### src/sv/double_ended_queue_macros.svh
// Assertion macros for the double-ended queue.
`ifndef DOUBLE_ENDED_QUEUE_MACROS_SVH
`define DOUBLE_ENDED_QUEUE_MACROS_SVH

// Same-cycle implication, checked on every rising edge outside reset.
`define DEQ_ASSERT_NOW(label, cond, cons, msg) \
    label: assert property (@(posedge clk) disable iff (!rst_n) (cond) |-> (cons)) \
        else $error(msg);

// Next-cycle implication, checked on every rising edge outside reset.
`define DEQ_ASSERT_NEXT(label, cond, cons, msg) \
    label: assert property (@(posedge clk) disable iff (!rst_n) (cond) |=> (cons)) \
        else $error(msg);

`endif

### src/sv/deq_pkg.sv
// Shared types, codes and sizes for the double-ended queue.
`default_nettype none

package deq_pkg;

    localparam int CAPACITY  = 32;
    localparam int ADDR_W    = $clog2(CAPACITY);
    localparam int COUNT_W   = $clog2(CAPACITY + 1);
    localparam int DATA_W    = 32;
    localparam int CMDQ_DEPTH = 2;
    localparam int CMDQ_AW   = $clog2(CMDQ_DEPTH);
    localparam int CMDQ_FW   = $clog2(CMDQ_DEPTH + 1);

    localparam logic [2:0] CMD_PUSH_FRONT = 3'd0;
    localparam logic [2:0] CMD_PUSH_BACK  = 3'd1;
    localparam logic [2:0] CMD_POP_FRONT  = 3'd2;
    localparam logic [2:0] CMD_POP_BACK   = 3'd3;
    localparam logic [2:0] CMD_DUMP       = 3'd4;

    localparam logic [1:0] STATUS_OK    = 2'd0;
    localparam logic [1:0] STATUS_EMPTY = 2'd1;
    localparam logic [1:0] STATUS_FULL  = 2'd2;

    typedef enum logic [2:0] {
        OP_PUSH_FRONT,
        OP_PUSH_BACK,
        OP_POP_FRONT,
        OP_POP_BACK,
        OP_DUMP
    } op_t;

    typedef struct packed {
        op_t                op;
        logic [DATA_W-1:0]  value;
    } cmd_t;

    typedef enum logic {
        S_IDLE,
        S_READ
    } back_state_t;

endpackage

`default_nettype wire

### src/sv/deq_ram.sv
// Generic single-write, single-read RAM with registered read data.
`default_nettype none

module deq_ram #(
    parameter int WIDTH = 32,
    parameter int DEPTH = 32
) (
    input  wire logic                     clk,
    input  wire logic                     wr_en,
    input  wire logic [$clog2(DEPTH)-1:0] wr_addr,
    input  wire logic [WIDTH-1:0]         wr_data,
    input  wire logic                     rd_en,
    input  wire logic [$clog2(DEPTH)-1:0] rd_addr,
    output logic      [WIDTH-1:0]         rd_data
);

    logic [WIDTH-1:0] mem [DEPTH];

    always_ff @(posedge clk)
    begin
        if (wr_en)
        begin
            mem[wr_addr] <= wr_data;
        end
        if (rd_en)
        begin
            rd_data <= mem[rd_addr];
        end
    end

endmodule

`default_nettype wire

### src/sv/deq_front.sv
// Front end: accepts input words, decodes the command, queues it for the back end.
`default_nettype none

module deq_front (
    input  wire logic                        clk,
    input  wire logic                        rst_n,
    input  wire logic                        in_valid,
    output logic                             in_ready,
    input  wire logic [2:0]                  command,
    input  wire logic signed [deq_pkg::DATA_W-1:0] item_value,
    output logic                             cmd_valid,
    input  wire logic                        cmd_ready,
    output deq_pkg::cmd_t                    cmd
);

    deq_pkg::cmd_t                 queue_reg [deq_pkg::CMDQ_DEPTH];
    logic [deq_pkg::CMDQ_AW-1:0]   wr_ptr_reg, wr_ptr_next;
    logic [deq_pkg::CMDQ_AW-1:0]   rd_ptr_reg, rd_ptr_next;
    logic [deq_pkg::CMDQ_FW-1:0]   fill_reg, fill_next;
    deq_pkg::cmd_t                 decoded;
    logic                          known;
    logic                          push;
    logic                          pop;

    always_comb
    begin
        known         = 1'b1;
        decoded.value = item_value;
        decoded.op    = deq_pkg::OP_DUMP;
        case (command)
            deq_pkg::CMD_PUSH_FRONT: decoded.op = deq_pkg::OP_PUSH_FRONT;
            deq_pkg::CMD_PUSH_BACK:  decoded.op = deq_pkg::OP_PUSH_BACK;
            deq_pkg::CMD_POP_FRONT:  decoded.op = deq_pkg::OP_POP_FRONT;
            deq_pkg::CMD_POP_BACK:   decoded.op = deq_pkg::OP_POP_BACK;
            deq_pkg::CMD_DUMP:       decoded.op = deq_pkg::OP_DUMP;
            default:                 known      = 1'b0;
        endcase
    end

    assign in_ready  = (fill_reg != deq_pkg::CMDQ_FW'(deq_pkg::CMDQ_DEPTH));
    assign cmd_valid = (fill_reg != '0);
    assign cmd       = queue_reg[rd_ptr_reg];

    // drop unknown codes at the door: they cause no result
    assign push = in_valid && in_ready && known;
    assign pop  = cmd_valid && cmd_ready;

    always_comb
    begin
        wr_ptr_next = wr_ptr_reg;
        rd_ptr_next = rd_ptr_reg;
        fill_next   = fill_reg;
        if (push)
        begin
            wr_ptr_next = (wr_ptr_reg == deq_pkg::CMDQ_AW'(deq_pkg::CMDQ_DEPTH - 1))
                        ? '0 : wr_ptr_reg + 1'b1;
        end
        if (pop)
        begin
            rd_ptr_next = (rd_ptr_reg == deq_pkg::CMDQ_AW'(deq_pkg::CMDQ_DEPTH - 1))
                        ? '0 : rd_ptr_reg + 1'b1;
        end
        if (push && !pop)
        begin
            fill_next = fill_reg + 1'b1;
        end
        else if (pop && !push)
        begin
            fill_next = fill_reg - 1'b1;
        end
    end

    always_ff @(posedge clk or negedge rst_n)
    begin
        if (!rst_n)
        begin
            wr_ptr_reg <= '0;
            rd_ptr_reg <= '0;
            fill_reg   <= '0;
        end
        else
        begin
            wr_ptr_reg <= wr_ptr_next;
            rd_ptr_reg <= rd_ptr_next;
            fill_reg   <= fill_next;
        end
    end

    always_ff @(posedge clk)
    begin
        if (push)
        begin
            queue_reg[wr_ptr_reg] <= decoded;
        end
    end

endmodule

`default_nettype wire

### src/sv/deq_back.sv
// Back end: ring store, front index and count, output register.
`default_nettype none

module deq_back (
    input  wire logic                              clk,
    input  wire logic                              rst_n,
    input  wire logic                              cmd_valid,
    output logic                                   cmd_ready,
    input  wire deq_pkg::cmd_t                     cmd,
    output logic                                   out_valid,
    input  wire logic                              out_ready,
    output logic signed [deq_pkg::DATA_W-1:0]      out_value,
    output logic [1:0]                             status,
    output logic                                   last_result
);

    localparam int AW = deq_pkg::ADDR_W;
    localparam int CW = deq_pkg::COUNT_W;

    deq_pkg::back_state_t        state_reg, state_next;
    logic [AW-1:0]               front_reg, front_next;
    logic [CW-1:0]               count_reg, count_next;
    logic [AW-1:0]               idx_reg, idx_next;
    logic                        dump_reg, dump_next;
    logic                        out_valid_reg, out_valid_next;
    logic [deq_pkg::DATA_W-1:0]  out_value_reg, out_value_next;
    logic [1:0]                  status_reg, status_next;
    logic                        last_reg, last_next;

    logic                        out_free;
    logic                        take;
    logic                        full;
    logic                        empty;
    logic                        last_entry;
    logic [AW-1:0]               offset;
    logic [AW:0]                 slot_sum;
    logic [AW-1:0]               slot;
    logic [AW-1:0]               front_dec;
    logic [AW-1:0]               front_inc;
    logic                        wr_en;
    logic [AW-1:0]               wr_addr;
    logic                        rd_en;
    logic [AW-1:0]               rd_addr;
    logic [deq_pkg::DATA_W-1:0]  rd_data;

    deq_ram #(
        .WIDTH (deq_pkg::DATA_W),
        .DEPTH (deq_pkg::CAPACITY)
    ) u_store (
        .clk     (clk),
        .wr_en   (wr_en),
        .wr_addr (wr_addr),
        .wr_data (cmd.value),
        .rd_en   (rd_en),
        .rd_addr (rd_addr),
        .rd_data (rd_data)
    );

    assign out_free  = !out_valid_reg || out_ready;
    assign cmd_ready = (state_reg == deq_pkg::S_IDLE) && out_free;
    assign take      = cmd_valid && cmd_ready;
    assign full      = (count_reg == CW'(deq_pkg::CAPACITY));
    assign empty     = (count_reg == '0);
    assign last_entry = !dump_reg || ((CW'(idx_reg) + CW'(1)) == count_reg);

    // ring position of front + offset, one compare and subtract
    always_comb
    begin
        offset = '0;
        if (state_reg == deq_pkg::S_READ)
        begin
            offset = idx_reg + 1'b1;
        end
        else
        begin
            case (cmd.op)
                deq_pkg::OP_PUSH_BACK: offset = AW'(count_reg);
                deq_pkg::OP_POP_BACK:  offset = AW'(count_reg - 1'b1);
                default:               offset = '0;
            endcase
        end
    end

    assign slot_sum  = (AW+1)'(front_reg) + (AW+1)'(offset);
    assign slot      = (slot_sum >= (AW+1)'(deq_pkg::CAPACITY))
                     ? AW'(slot_sum - (AW+1)'(deq_pkg::CAPACITY)) : AW'(slot_sum);
    assign front_dec = (front_reg == '0) ? AW'(deq_pkg::CAPACITY - 1) : front_reg - 1'b1;
    assign front_inc = (front_reg == AW'(deq_pkg::CAPACITY - 1)) ? '0 : front_reg + 1'b1;

    always_comb
    begin
        state_next     = state_reg;
        front_next     = front_reg;
        count_next     = count_reg;
        idx_next       = idx_reg;
        dump_next      = dump_reg;
        out_valid_next = out_valid_reg && !out_ready;
        out_value_next = out_value_reg;
        status_next    = status_reg;
        last_next      = last_reg;
        wr_en          = 1'b0;
        wr_addr        = slot;
        rd_en          = 1'b0;
        rd_addr        = slot;

        case (state_reg)
            deq_pkg::S_IDLE:
            begin
                if (take)
                begin
                    out_value_next = '0;
                    last_next      = 1'b1;
                    status_next    = deq_pkg::STATUS_OK;
                    case (cmd.op)
                        deq_pkg::OP_PUSH_FRONT, deq_pkg::OP_PUSH_BACK:
                        begin
                            out_valid_next = 1'b1;
                            if (full)
                            begin
                                status_next = deq_pkg::STATUS_FULL;
                            end
                            else
                            begin
                                wr_en      = 1'b1;
                                count_next = count_reg + 1'b1;
                                if (cmd.op == deq_pkg::OP_PUSH_FRONT)
                                begin
                                    wr_addr    = front_dec;
                                    front_next = front_dec;
                                end
                            end
                        end
                        deq_pkg::OP_POP_FRONT, deq_pkg::OP_POP_BACK:
                        begin
                            if (empty)
                            begin
                                out_valid_next = 1'b1;
                                status_next    = deq_pkg::STATUS_EMPTY;
                            end
                            else
                            begin
                                rd_en      = 1'b1;
                                count_next = count_reg - 1'b1;
                                dump_next  = 1'b0;
                                state_next = deq_pkg::S_READ;
                                if (cmd.op == deq_pkg::OP_POP_FRONT)
                                begin
                                    front_next = front_inc;
                                end
                            end
                        end
                        deq_pkg::OP_DUMP:
                        begin
                            if (empty)
                            begin
                                out_valid_next = 1'b1;
                                status_next    = deq_pkg::STATUS_EMPTY;
                            end
                            else
                            begin
                                rd_en      = 1'b1;
                                idx_next   = '0;
                                dump_next  = 1'b1;
                                state_next = deq_pkg::S_READ;
                            end
                        end
                        default:
                        begin
                            out_valid_next = out_valid_reg && !out_ready;
                        end
                    endcase
                end
            end
            deq_pkg::S_READ:
            begin
                // hold read data until the output register frees, then fetch the next entry
                if (out_free)
                begin
                    out_valid_next = 1'b1;
                    out_value_next = rd_data;
                    status_next    = deq_pkg::STATUS_OK;
                    last_next      = last_entry;
                    if (last_entry)
                    begin
                        state_next = deq_pkg::S_IDLE;
                    end
                    else
                    begin
                        rd_en    = 1'b1;
                        idx_next = idx_reg + 1'b1;
                    end
                end
            end
            default:
            begin
                state_next = deq_pkg::S_IDLE;
            end
        endcase
    end

    always_ff @(posedge clk or negedge rst_n)
    begin
        if (!rst_n)
        begin
            state_reg     <= deq_pkg::S_IDLE;
            front_reg     <= '0;
            count_reg     <= '0;
            idx_reg       <= '0;
            dump_reg      <= 1'b0;
            out_valid_reg <= 1'b0;
        end
        else
        begin
            state_reg     <= state_next;
            front_reg     <= front_next;
            count_reg     <= count_next;
            idx_reg       <= idx_next;
            dump_reg      <= dump_next;
            out_valid_reg <= out_valid_next;
        end
    end

    always_ff @(posedge clk)
    begin
        out_value_reg <= out_value_next;
        status_reg    <= status_next;
        last_reg      <= last_next;
    end

    assign out_valid   = out_valid_reg;
    assign out_value   = out_value_reg;
    assign status      = status_reg;
    assign last_result = last_reg;

endmodule

`default_nettype wire

### src/sv/double_ended_queue.sv
// Top level of the double-ended queue: command front end, ring-store back end.
//
//  channel  | handshake            | word
//  ---------+----------------------+-------------------------------------------
//  input    | in_valid / in_ready  | command, item_value
//  output   | out_valid / out_ready| out_value, status, last_result
//
//  A push, or any error answer, goes straight to the output register; a pop
//  passes through a ring-store read, then the output register.
//  A dump of N entries streams one word per cycle while the output does not
//  stall, after a first store read; the store's registered read sets this pace.
//  A two-word command queue keeps taking input while the back end works.
//  Reset clears the front index, the count and all handshake state; the store
//  needs no clearing pass. Output stalls hold the back end in place.
`default_nettype none
`include "double_ended_queue_macros.svh"

module double_ended_queue (
    input  wire logic                              clk,
    input  wire logic                              rst_n,
    input  wire logic                              in_valid,
    output logic                                   in_ready,
    input  wire logic [2:0]                        command,
    input  wire logic signed [deq_pkg::DATA_W-1:0] item_value,
    output logic                                   out_valid,
    input  wire logic                              out_ready,
    output logic signed [deq_pkg::DATA_W-1:0]      out_value,
    output logic [1:0]                             status,
    output logic                                   last_result
);

    logic          cmd_valid;
    logic          cmd_ready;
    deq_pkg::cmd_t cmd;

    deq_front u_front (
        .clk        (clk),
        .rst_n      (rst_n),
        .in_valid   (in_valid),
        .in_ready   (in_ready),
        .command    (command),
        .item_value (item_value),
        .cmd_valid  (cmd_valid),
        .cmd_ready  (cmd_ready),
        .cmd        (cmd)
    );

    deq_back u_back (
        .clk         (clk),
        .rst_n       (rst_n),
        .cmd_valid   (cmd_valid),
        .cmd_ready   (cmd_ready),
        .cmd         (cmd),
        .out_valid   (out_valid),
        .out_ready   (out_ready),
        .out_value   (out_value),
        .status      (status),
        .last_result (last_result)
    );

    `DEQ_ASSERT_NOW(a_error_is_last,
        out_valid && (status == deq_pkg::STATUS_EMPTY || status == deq_pkg::STATUS_FULL),
        last_result && (out_value == '0), "error word must be final and carry zero")
    `DEQ_ASSERT_NOW(a_status_code,
        out_valid, status != 2'd3, "undefined status code on output")
    `DEQ_ASSERT_NEXT(a_no_take_while_stalled,
        out_valid && !out_ready && !cmd_valid, out_valid && $stable(out_value),
        "stalled output word changed")

endmodule

`default_nettype wire

### config.mk
export PLATFORM = sky130hd
export DESIGN_NAME = double_ended_queue
export DESIGN_NICKNAME = d
export VERILOG_FILES = /design/src/sv/deq_pkg.sv /design/src/sv/deq_ram.sv /design/src/sv/deq_front.sv /design/src/sv/deq_back.sv /design/src/sv/double_ended_queue.sv
export VERILOG_INCLUDE_DIRS = /design/src /design/src/sv
export SDC_FILE = /design/constraint.sdc
export NUM_CORES = 1
export LEC_CHECK = 0
export BUFFER_PORTS_ARGS = -buffer_cell sky130_fd_sc_hd__buf_4
export CAP_MARGIN = 20
export CORE_MARGIN = 2
export CORE_UTILIZATION = 24
export DETAILED_ROUTE_END_ITERATION = 10
export MAX_ROUTING_LAYER = met4
export PLACE_DENSITY = 0.37
export SYNTH_ARGS = -nofsm -noshare
export SYNTH_HDL_FRONTEND = slang
export SYNTH_HIERARCHICAL = 1
export SYNTH_SLANG_ARGS = --single-unit
### constraint.sdc
create_clock -name clk -period 13.3 [get_ports clk]
set_input_delay 2.66 -clock clk [delete_from_list [all_inputs] [get_ports clk]]
set_output_delay 2.66 -clock clk [all_outputs]
set_load 0.1 [all_outputs]
==> results.md <==
* Outcome: finished, final reports clean
* CP arrival at 6.67 ns
* Metal-1 WL at 63.6 mm
* CTS tree: done
* Commonest non-fill, non-tap cell in the layout: edfxtp_1
* Largest net degree at the start of global routing at 129
* Register bit total from synthesis at 1184
* Synth Area in Adders at 0.363%
* Part of the Yosys area used for sequential elements at 75.6%
* Worst-path maximum fanout at 58
* Core area at 194000 um^2
* TritonCTS Sinks at 1184
* Cell variety after synth at 66
* Drt initial violations at 1794
* TritonCTS Buffers at 142
* Slew @ Worst Pin at 1.15 ns
* Post-cts sizing count at 0
* Die height at 446 um
* Gr usage total at 14.5%
* Setup TNS at 0 ns
* Period utilisation layout at 46.7%
* Crit end category: flop
* Final ANT Viol Nets at 0
* Post-synthesis mux area share at 12.1%
* Slowest stage cell, crit path: buf_4
* Root buffer cell: clkbuf_16
* Final setup fails at 0
* DRC at 0
* Syn avg cell area at 17.4 um^2
* Worst Setup Start Kind: flop
* Most used DFF post-synth: edfxtp_1
* Post-Synth Simple-Gate Area at 4.14%
* Max Fclk at 0.161 GHz
* CP max stage delay at 0.76 ns
* CP Cell Sequence: buf_4, clkinv_2, nand3b_1, o22ai_1, ha_4, fa_1, xor2_1, nor2b_4, buf_4, buf_4, buf_4, a22oi_1, a31oi_1, nand3_1
* Final wirelength at 141 mm
* Area after DPL at 50500 um^2
* Metal3 WL at 7.83 mm
* WL/cell at 25.7 um
* Max-Cap Viols at 0
* DP Wirelength at 86.1 mm
* Number of global-route vias before repair at 24.6k
* Setup CP Type: reg -> reg
* Post-synth EDFFs at 1161
* Antenna violations before repair at 15
* Unrepaired setup endpoints after global routing: false
* DIE AREA at 199000 um^2
* Number of synthesis warnings at 6
* WL met2 at 66.2 mm
* Crit path top cell by count: buf_4
* Die W at 446 um
* Placed insts at 5205
* Post-synth ARST share at 1.94%
* Syn_nets at 2738
* Tmin final at 6.21 ns
* Min Hold Slack at 0.501 ns
* Netlist Area Pre-Place at 46900 um^2
* Cts hold-fix bufs at 0
* RePlAce Congestion at 0.769
* Vias at 24.4k
* Num rows at 162
* Top layer in use: met4
* Rel. slew slack at 22.8%
* Initial core utilization at 24.1%
* Final hold violations at 0
* Global-route wire length before repair at 195 mm
* Area grow syn2layout at 18.0%
* Largest register FFs at 1024
* Clock-pin slew on the worst setup and hold paths at 0.05 ns
* Deepest clock path buffer count at 3
* Vias per cell at 4.44
* Pins over their slew limit at 0
* Req. time, crit path at 13.76 ns
* Nets at 2874
* Synth Area in XOR/XNOR at 0.617%
* Grt ovf at 0
* Hold Crit Class: reg -> reg
* Clock Latency Late Sink at 0.79 ns
* DRT Pass-1 Iters at 5
* Post-Syn Instances at 2686
* IO Port Bufs at 75
* Most frequent cells in the layout: edfxtp_1, mux2i_1, clkbuf_16
* Post-synthesis compound-gate area fraction at 5.10%
* Final setup skew at 0.0343 ns
* Final std cells w/o fill at 5490
* Share of layout cells above drive strength 1 at 15.2%
* Ports at 76
* Setup bufs post-CTS at 0
* H-tree levels at 4
* Final Cell Area at 55300 um^2
* Largest family of logic cells by synthesized area: multiplexers
-- through the flow --
stage	utilization, %	setup WS (ns)
CTS	28.3	6.83
floorplan	-	7.06
global route	28.4	6.70
finish	28.5	7.09
global placement	25.9	6.66
detailed placement	26.0	6.69
-- final timing paths --
| check | from | endpoint | slack (ns) | depth (start not counted) |
|---|---|---|---|---|
| max | u_back/state_reg$_DFF_PN0_ | u_back/u_store/rd_data[7]$_DFFE_PP_ | 7.09 | 14 |
| min | u_front/fill_reg[1]$_DFFE_PN0P_ | u_front/fill_reg[1]$_DFFE_PN0P_ | 0.50 | 1 |
| max reg2reg | u_back/state_reg$_DFF_PN0_ | u_back/u_store/rd_data[7]$_DFFE_PP_ | 7.09 | 14 |
| min reg2reg | u_front/fill_reg[1]$_DFFE_PN0P_ | u_front/fill_reg[1]$_DFFE_PN0P_ | 0.50 | 1 |
| max in group asynchronous | rst_n | u_front/rd_ptr_reg$_DFFE_PN0P_ | 11.22 | 1 |
| min in group asynchronous | rst_n | u_back/out_valid$_DFF_PN0_ | 1.79 | 1 |
-- routing by layer --
layer | global-route usage (%) | vias to the layer above
met3 | 3.09 | 179
met2 | 22.5 | 652
met1 | 18.9 | 12700
li1 | - | 10900
met4 | 4.22 | 0
met5 | - | -
-- worst max-delay path, delay by kind of cell, from the launching register on --
family	cells	cell delay, ns
buffers and inverters	5	2.59
xor gates and xnor gates	1	0.69
DFF	1	0.34
and+or+nand+nor	3	0.80
AOI/OAI and AO/OA	3	0.75
adders and majority gates	2	0.59
-- cells in the mapped netlist, types with 4 or more instances --
library cell / count / area, um^2
mux2_4: 29 / 435
nor2_1: 48 / 180
buf_1: 6 / 22.5
clkbuf_1: 49 / 184
mux2_2: 8 / 90.1
a21oi_1: 108 / 541
buf_2: 34 / 170
o211ai_1: 9 / 67.6
xor2_1: 13 / 114
ha_1: 12 / 150
nand2b_1: 6 / 37.5
a21o_1: 5 / 37.5
nand3_1: 101 / 505
o21ai_0: 9 / 45.0
edfxtp_1: 1161 / 34900
buf_6: 18 / 203
nand3b_1: 6 / 45.0
or3_1: 5 / 31.3
dfrtp_1: 23 / 576
buf_4: 37 / 278
a21oi_2: 5 / 43.8
inv_1: 9 / 33.8
xnor2_1: 20 / 175
nor2b_1: 4 / 25.0
a31oi_1: 32 / 200
and2_1: 33 / 206
and3_1: 6 / 37.5
a22oi_1: 98 / 736
nand2_1: 128 / 480
a22o_1: 64 / 561
mux2i_1: 512 / 5120
nor3_1: 38 / 190
-- logic make-up after synthesis --
kind of cell    after synthesis
simple gates                399
buf+inv                     160
compound gates              348
mux                         549
flops                      1184
fa+ha+maj                    13
xor+xnor                     33
-- area by class of cell --
type                    count  area (um^2)
diodes                     16         40.0
clock buffers             175         3710
multi-input cells        1342        10800
repair buffers            142         1400
flip-flops and latches   1184        35400
well taps                2542         3180
fillers                 19100       139000
clock inverters            79          742
inverters                  10         38.8
Power is not shown: default switching activity piles up to over one toggle a cycle in this logic, so the estimate is an artifact.
